File: src/rtl/core/slms_pkg.sv
// ----------------------------------------------------------------------------
// slms_pkg
// Shared types and constants for the scrolling LED matrix scanner core.
// ----------------------------------------------------------------------------
package slms_pkg;

  localparam int MSG_DEPTH = 256;
  localparam int ADDR_W    = $clog2(MSG_DEPTH);
  localparam int LEN_W     = $clog2(MSG_DEPTH + 1);
  // window index: sign bit plus room for offset + 23 and for the length
  localparam int IDX_W     = ((LEN_W > 9) ? LEN_W : 9) + 1;

  localparam int WIN_COLS  = 24;
  localparam int WIN_IDX_W = $clog2(WIN_COLS);
  localparam int ROWS      = 8;
  localparam int ROW_W     = $clog2(ROWS);

  typedef logic [1:0] cmd_t;
  localparam cmd_t CMD_CLEAR   = 2'd0;
  localparam cmd_t CMD_APPEND  = 2'd1;
  localparam cmd_t CMD_SCROLL  = 2'd2;
  localparam cmd_t CMD_REFRESH = 2'd3;

  typedef enum logic [1:0] {
    ST_IDLE,
    ST_SPACER,
    ST_SCROLL,
    ST_REFRESH
  } state_t;

  typedef struct packed {
    logic              wr_en;
    logic [ADDR_W-1:0] wr_addr;
    logic [7:0]        wr_data;
    logic              rd_en;
    logic [ADDR_W-1:0] rd_addr;
  } store_req_t;

  typedef struct packed {
    logic                 en;
    logic [WIN_IDX_W-1:0] idx;
    logic [7:0]           data;
  } win_wr_t;

endpackage

File: src/rtl/core/slms_msg_store.sv
// ----------------------------------------------------------------------------
// slms_msg_store
// Message column store: one write port, one registered read port.
// ----------------------------------------------------------------------------
module slms_msg_store (
  input  logic                 clk,
  input  slms_pkg::store_req_t req,
  output logic [7:0]           rd_data
);

  logic [7:0] mem [slms_pkg::MSG_DEPTH];

  always_ff @(posedge clk) begin
    if (req.wr_en) begin
      mem[req.wr_addr] <= req.wr_data;
    end
  end

  always_ff @(posedge clk) begin
    if (req.rd_en) begin
      rd_data <= mem[req.rd_addr];
    end
  end

endmodule

File: src/rtl/core/slms_window.sv
// ----------------------------------------------------------------------------
// slms_window
// 24-column display window with a row transposer for the three matrices.
// ----------------------------------------------------------------------------
module slms_window (
  input  logic                         clk,
  input  logic                         rst,
  input  slms_pkg::win_wr_t            wr,
  input  logic [slms_pkg::ROW_W-1:0]   row,
  output logic [7:0]                   row_left,
  output logic [7:0]                   row_middle,
  output logic [7:0]                   row_right
);

  logic [7:0] cols [slms_pkg::WIN_COLS];

  always_ff @(posedge clk) begin
    if (rst) begin
      for (int i = 0; i < slms_pkg::WIN_COLS; i++) begin
        cols[i] <= '0;
      end
    end else if (wr.en) begin
      cols[wr.idx] <= wr.data;
    end
  end

  // bit c of each byte is the selected row of that matrix's column c
  always_comb begin
    for (int c = 0; c < 8; c++) begin
      row_left[c]   = cols[c][row];
      row_middle[c] = cols[c + 8][row];
      row_right[c]  = cols[c + 16][row];
    end
  end

endmodule

File: src/rtl/core/scrolling_led_matrix_scanner_core.sv
// ----------------------------------------------------------------------------
// scrolling_led_matrix_scanner_core
// Message store, scroll window loader and row scanner for three 8x8 matrices.
// ----------------------------------------------------------------------------
// Clear: taken in idle. Append: one store write, the spacer in a state of its own
//   (one store write port). Scroll: each window column goes through the shared
//   index/compare unit and is read from the store only inside the message, else
//   zero; the last column lands as input reopens. Refresh: 8 row transactions, one
//   per cycle while the output is not stalled.
// Reset clears length, window and control; store contents stay undefined.
module scrolling_led_matrix_scanner_core (
  input  logic        clk,
  input  logic        rst,
  input  logic        in_valid,
  output logic        in_stall,
  input  logic [1:0]  cmd,
  input  logic [7:0]  column_byte,
  input  logic        glyph_end,
  input  logic signed [8:0] scroll_offset,
  output logic        out_valid,
  input  logic        out_stall,
  output logic [7:0]  row_select,
  output logic [7:0]  cols_left,
  output logic [7:0]  cols_middle,
  output logic [7:0]  cols_right,
  output logic        last_row
);

  localparam int IDX_W     = slms_pkg::IDX_W;
  localparam int ADDR_W    = slms_pkg::ADDR_W;
  localparam int LEN_W     = slms_pkg::LEN_W;
  localparam int WIN_IDX_W = slms_pkg::WIN_IDX_W;
  localparam int ROW_W     = slms_pkg::ROW_W;

  slms_pkg::state_t     state, state_next;
  slms_pkg::store_req_t store_req;
  slms_pkg::win_wr_t    win_wr;

  logic [LEN_W-1:0]     msg_len;
  logic signed [8:0]    offset;
  logic [WIN_IDX_W-1:0] cnt;
  logic [ROW_W-1:0]     row;
  logic                 pend;
  logic                 pend_hit;
  logic [WIN_IDX_W-1:0] pend_idx;
  logic [7:0]           rd_data;
  logic [7:0]           row_left, row_middle, row_right;

  logic                 in_take;
  logic                 room;
  logic                 out_load;
  logic [IDX_W-1:0]     idx;
  logic                 idx_hit;

  assign in_take  = in_valid && !in_stall;
  assign room     = msg_len < LEN_W'(slms_pkg::MSG_DEPTH);
  assign out_load = (state == slms_pkg::ST_REFRESH) && (!out_valid || !out_stall);

  // shared index unit: message index of the window column under load
  assign idx = {{(IDX_W-9){offset[8]}}, offset} + {{(IDX_W-WIN_IDX_W){1'b0}}, cnt};
  assign idx_hit = !idx[IDX_W-1] && (idx[IDX_W-2:0] < (IDX_W-1)'(msg_len));

  // sequencer
  always_ff @(posedge clk) begin
    if (rst) begin
      state <= slms_pkg::ST_IDLE;
    end else begin
      state <= state_next;
    end
  end

  always_comb begin
    state_next        = state;
    in_stall          = 1'b1;
    store_req.wr_en   = 1'b0;
    store_req.wr_addr = msg_len[ADDR_W-1:0];
    store_req.wr_data = '0;
    store_req.rd_en   = 1'b0;
    store_req.rd_addr = idx[ADDR_W-1:0];
    unique case (state)
      slms_pkg::ST_IDLE: begin
        in_stall = rst;
        if (in_valid) begin
          unique case (cmd)
            slms_pkg::CMD_CLEAR: ;
            slms_pkg::CMD_APPEND: begin
              store_req.wr_en   = room;
              store_req.wr_data = column_byte;
              if (glyph_end) state_next = slms_pkg::ST_SPACER;
            end
            slms_pkg::CMD_SCROLL:  state_next = slms_pkg::ST_SCROLL;
            slms_pkg::CMD_REFRESH: state_next = slms_pkg::ST_REFRESH;
            default: ;
          endcase
        end
      end
      slms_pkg::ST_SPACER: begin
        store_req.wr_en = room;
        state_next      = slms_pkg::ST_IDLE;
      end
      slms_pkg::ST_SCROLL: begin
        store_req.rd_en = idx_hit;
        if (cnt == WIN_IDX_W'(slms_pkg::WIN_COLS - 1)) state_next = slms_pkg::ST_IDLE;
      end
      slms_pkg::ST_REFRESH: begin
        if (out_load && row == ROW_W'(slms_pkg::ROWS - 1)) state_next = slms_pkg::ST_IDLE;
      end
      default: state_next = slms_pkg::ST_IDLE;
    endcase
  end

  // message length and scroll offset
  always_ff @(posedge clk) begin
    if (rst) begin
      msg_len <= '0;
    end else if (in_take && cmd == slms_pkg::CMD_CLEAR) begin
      msg_len <= '0;
    end else if (store_req.wr_en) begin
      msg_len <= msg_len + LEN_W'(1);
    end
  end

  always_ff @(posedge clk) begin
    if (in_take && cmd == slms_pkg::CMD_SCROLL) begin
      offset <= scroll_offset;
    end
  end

  // column and row counters, pending window write behind the store read
  always_ff @(posedge clk) begin
    if (rst) begin
      cnt  <= '0;
      row  <= '0;
      pend <= 1'b0;
    end else begin
      pend <= (state == slms_pkg::ST_SCROLL);
      if (state == slms_pkg::ST_SCROLL) begin
        cnt <= (state_next == slms_pkg::ST_IDLE) ? '0 : cnt + WIN_IDX_W'(1);
      end
      if (out_load) begin
        row <= row + ROW_W'(1);
      end
    end
  end

  always_ff @(posedge clk) begin
    pend_hit <= idx_hit;
    pend_idx <= cnt;
  end

  assign win_wr.en   = pend;
  assign win_wr.idx  = pend_idx;
  assign win_wr.data = pend_hit ? rd_data : 8'h00;

  slms_msg_store u_store (
    .clk     (clk),
    .req     (store_req),
    .rd_data (rd_data)
  );

  slms_window u_window (
    .clk        (clk),
    .rst        (rst),
    .wr         (win_wr),
    .row        (row),
    .row_left   (row_left),
    .row_middle (row_middle),
    .row_right  (row_right)
  );

  // output register
  always_ff @(posedge clk) begin
    if (rst) begin
      out_valid <= 1'b0;
    end else if (out_load) begin
      out_valid <= 1'b1;
    end else if (!out_stall) begin
      out_valid <= 1'b0;
    end
  end

  always_ff @(posedge clk) begin
    if (out_load) begin
      row_select  <= 8'(1) << row;
      cols_left   <= row_left;
      cols_middle <= row_middle;
      cols_right  <= row_right;
      last_row    <= (row == ROW_W'(slms_pkg::ROWS - 1));
    end
  end

`ifndef SYNTHESIS
  a_len_bound: assert property (@(posedge clk) disable iff (rst)
    msg_len <= LEN_W'(slms_pkg::MSG_DEPTH))
    else $error("message length beyond store depth");

  a_last_row_sel: assert property (@(posedge clk) disable iff (rst)
    out_valid && last_row |-> row_select == 8'h80)
    else $error("last row flag without row seven select");

  a_no_win_wr_in_refresh: assert property (@(posedge clk) disable iff (rst)
    win_wr.en |-> state != slms_pkg::ST_REFRESH)
    else $error("window written during refresh");

  a_scroll_done: assert property (@(posedge clk) disable iff (rst)
    state == slms_pkg::ST_SCROLL && cnt == WIN_IDX_W'(slms_pkg::WIN_COLS - 1)
    |=> state == slms_pkg::ST_IDLE && pend)
    else $error("scroll did not end after the last window column");
`endif

endmodule
File: config.mk
export PLATFORM = sky130hd
export DESIGN_NAME = scrolling_led_matrix_scanner_core
export DESIGN_NICKNAME = d
export VERILOG_FILES = /design/src/rtl/core/slms_pkg.sv /design/src/rtl/core/slms_msg_store.sv /design/src/rtl/core/slms_window.sv /design/src/rtl/core/scrolling_led_matrix_scanner_core.sv
export SDC_FILE = /design/constraint.sdc
export NUM_CORES = 2
export LEC_CHECK = 0
export BUFFER_PORTS_ARGS = -buffer_cell sky130_fd_sc_hd__buf_4
export CAP_MARGIN = 5
export CORE_MARGIN = 1
export CORE_UTILIZATION = 66
export CTS_BUF_LIST = sky130_fd_sc_hd__clkbuf_2
export CTS_CLUSTER_DIAMETER = 60
export DETAILED_ROUTE_END_ITERATION = 10
export PLACE_DENSITY = 0.79
export SYNTH_ARGS = -nofsm -noshare
export SYNTH_HDL_FRONTEND = slang
export SYNTH_SLANG_ARGS = --single-unit
File: constraint.sdc
create_clock -name clk -period 11.5 [get_ports clk]
set_input_delay 0 -clock clk [delete_from_list [all_inputs] [get_ports clk]]
set_output_delay 0 -clock clk [all_outputs]
set_load 0.02 [all_outputs]
==> metrics <==
placed inst area=93410 sq um; peak supply drop=0.1095 mV; Logic pwr share=6.2%; GRT Overall Usage=32.17%; minimum clock period=5935 ps; CTS Hold Bufs=90; Int Pwr=0.01176 W; #FFs+latches synth=2317; DPL Wire Length=121.2 mm; Post-synth EDFFs=2290; switching share of power=24.03%; total clock sinks=2317; I/O pin total=59; Post-synth ARST share=0%; H-tree levels=6; DR vias/cell=6.710; Die W=374.0 um; initial antenna violation count=9; Clock Tree Buf Depth=4; clk slew on worst S/H paths=120 ps; iteration-0 DRC count of the detailed router=7026; Initial Util=66.50%; Clk Latency, worst-skew pair=1780 ps; P&R area growth vs syn=8.747%; post-synthesis cell count=4556; WHS=173.3 ps; pwr/cell area=155.9 nW/um^2; Tcrit/Tclk final=51.61%; Synth cell types=63; first-pass GRT wire length=322.0 mm; vias=48680; DP Worst Slack=5538 ps; share of cells above drive strength 1=30.34%; die area=139900 sq um; RSZ-0062 raised after global routing=false; leakage=32.63 nW; Port Buffers=58; Core Util, Final=72.32%; Hold Path Class=in2reg; Startpoint Class=register; CP max FO=56; Critical Path RT=12970 ps; Slew headroom=9.087%; sequential power share=59.7%; CORE AREA=137300 sq um; grt total ovfl=0; share of total power in the clock network=34.2%; Fin. Hold Viols=0; most frequent cells after synthesis=edfxtp_1, mux4_2, nor2_1, nand2_1, clkbuf_1; Cell Area, Synth=91320 sq um; Site Rows=136; fmax=0.1685 GHz; fin. max-slew vios=0; max-cap violation count=0; Yosys warnings=0; RePlAce Congestion=0.8696; largest net degree at the start of global routing=232; Detail Route Antenna Nets=0; Worst-Margin Slew=1364 ps; count leader, synth=edfxtp_1; Root Driver=clkbuf_2; Seq/Total Area, Yosys=75.90%; CTS tree=yes; Yosys top cell area share=75.30%; Crit Path Category=reg2reg; final WL=221.1 mm; final setup TNS=0 ps; vias in the first global route=49550; Wirelength per Cell=30.48 um; drt pass-1 iters=8; postcts setup bufs=0; Final WS setup=5565 ps; post-cts sizing count=0; CP endpoint kind=register; Nets=5124; Worst Path Arrival=7410 ps; Setup Skew=179.7 ps; Avg Synthesized Cell Area=20.04 sq um; Die H=374.0 um; Synth area leader=edfxtp_1; Finished Cell Area=99310 sq um; Synth Net Count=4604; DRC Markers=0; status=completed; Finish-stage setup viols=0; clock buffer count from CTS=571; largest cells by area after synthesis=edfxtp_1, mux4_2, nor2_1, nand2_1, dfxtp_1; Primary FF master, synth=edfxtp_1; NetSw=0.003721 W
routing by layer:
layer  vias to the layer above  routed length, um  track usage [%]
li1                      19790                  -                -
met1                     24570              76750            42.68
met2                      3716             107200            50.16
met3                       596              27110            8.813
met4                         8               9909            15.64
met5                         -                116                0
registers in the layout (all words and copies together), names as in the netlist, 2 cells and up:
name / cells
u_store.rd_data: 8
cols_middle: 8
state: 2
msg_len: 9
cnt: 5
pend_idx: 5
cols_right: 8
u_store.mem: 2048
cols_left: 8
offset: 9
u_window.cols: 192
row_select: 8
row: 3
cells in the final DEF (no fill, tap or decap), drive strengths merged, types with 11 or more instances in the layout:
master       instances
ha                  23
nand2b              27
clkbuf             808
bufinv              11
nand2              336
edfxtp            2290
mux4               603
dlygate4sd3         83
o211ai              22
dfxtp               27
mux2i               51
and3                12
nor3                12
a211oi              35
a31oi               12
nand3               82
and2                38
mux2                27
buf                134
xnor2               13
a311oi              27
inv                 36
a21oi               46
nor2               490
clkinv             116
area by class of cell:
class	instances	area, sq um
Antenna cell	9	22.52
Fill cell	7905	38020
Timing Repair Buffer	218	2029
Sequential cell	2317	69310
Inverter	24	105.1
Clock inverter	141	850.8
Tap cell	1794	2245
Multi-Input combinational cell	1944	20700
Clock buffer	808	4044
critical path: stages, from the launching register on:
cell       delay (ps)
dfxtp_1           460
ha_4              180
inv_1              50
fa_4              930
inv_8             630
buf_4             840
mux4_2            610
mux4_2            470
and2_0            200
a2111oi_1         810
buf_4             240
or4_1             120
nor4_2             50
cells by family (layout without fill, tap and decap cells):
group / after synthesis / in the layout / share of synthesized area, %
AOI/OAI and AO/OA: 185 / 185 / 1.439
xor gates and xnor gates: 19 / 19 / 0.2275
adders and majority gates: 24 / 24 / 0.3371
buffers and inverters: 295 / 1191 / 1.602
DFF: 2317 / 2317 / 75.90
muxes: 681 / 681 / 15.76
other: 0 / 9 / 0
and+or+nand+nor: 1035 / 1035 / 4.735
path summary, 6_finish.rpt:
kind                            slack, ps  cells past startpoint           startpoint                             to
worst max-delay path                 5560                     12  cnt[0]$_SDFFE_PP0P_   u_store.rd_data[0]$_DFFE_PP_
worst min-delay path                  170                      5       column_byte[3]  u_store.mem[193][3]$_DFFE_PP_
worst max register to register       5560                     12  cnt[0]$_SDFFE_PP0P_   u_store.rd_data[0]$_DFFE_PP_
worst min register to register        460                      0  cnt[0]$_SDFFE_PP0P_            pend_idx[0]$_DFF_P_
power groups by stage:
stage | registers [W] | clock network (W) | logic, W
after floorplan | 0.00944 | 0 | 0.000675
after CTS | 0.00924 | 0.00533 | 0.000947
after global routing | 0.00924 | 0.00576 | 0.00100
after global placement | 0.00943 | 0 | 0.000901
after detailed placement | 0.00943 | 0 | 0.000916
final | 0.00924 | 0.00529 | 0.000953
per-stage QoR:
step,std cells,power (W)
final,7255,0.01549
after global routing,7253,0.01600
after CTS,7246,0.01551
after detailed placement,6207,0.01035
after global placement,6206,0.01033
after floorplan,4556,0.01012
Note: power is estimated with default switching activity, not from simulation.
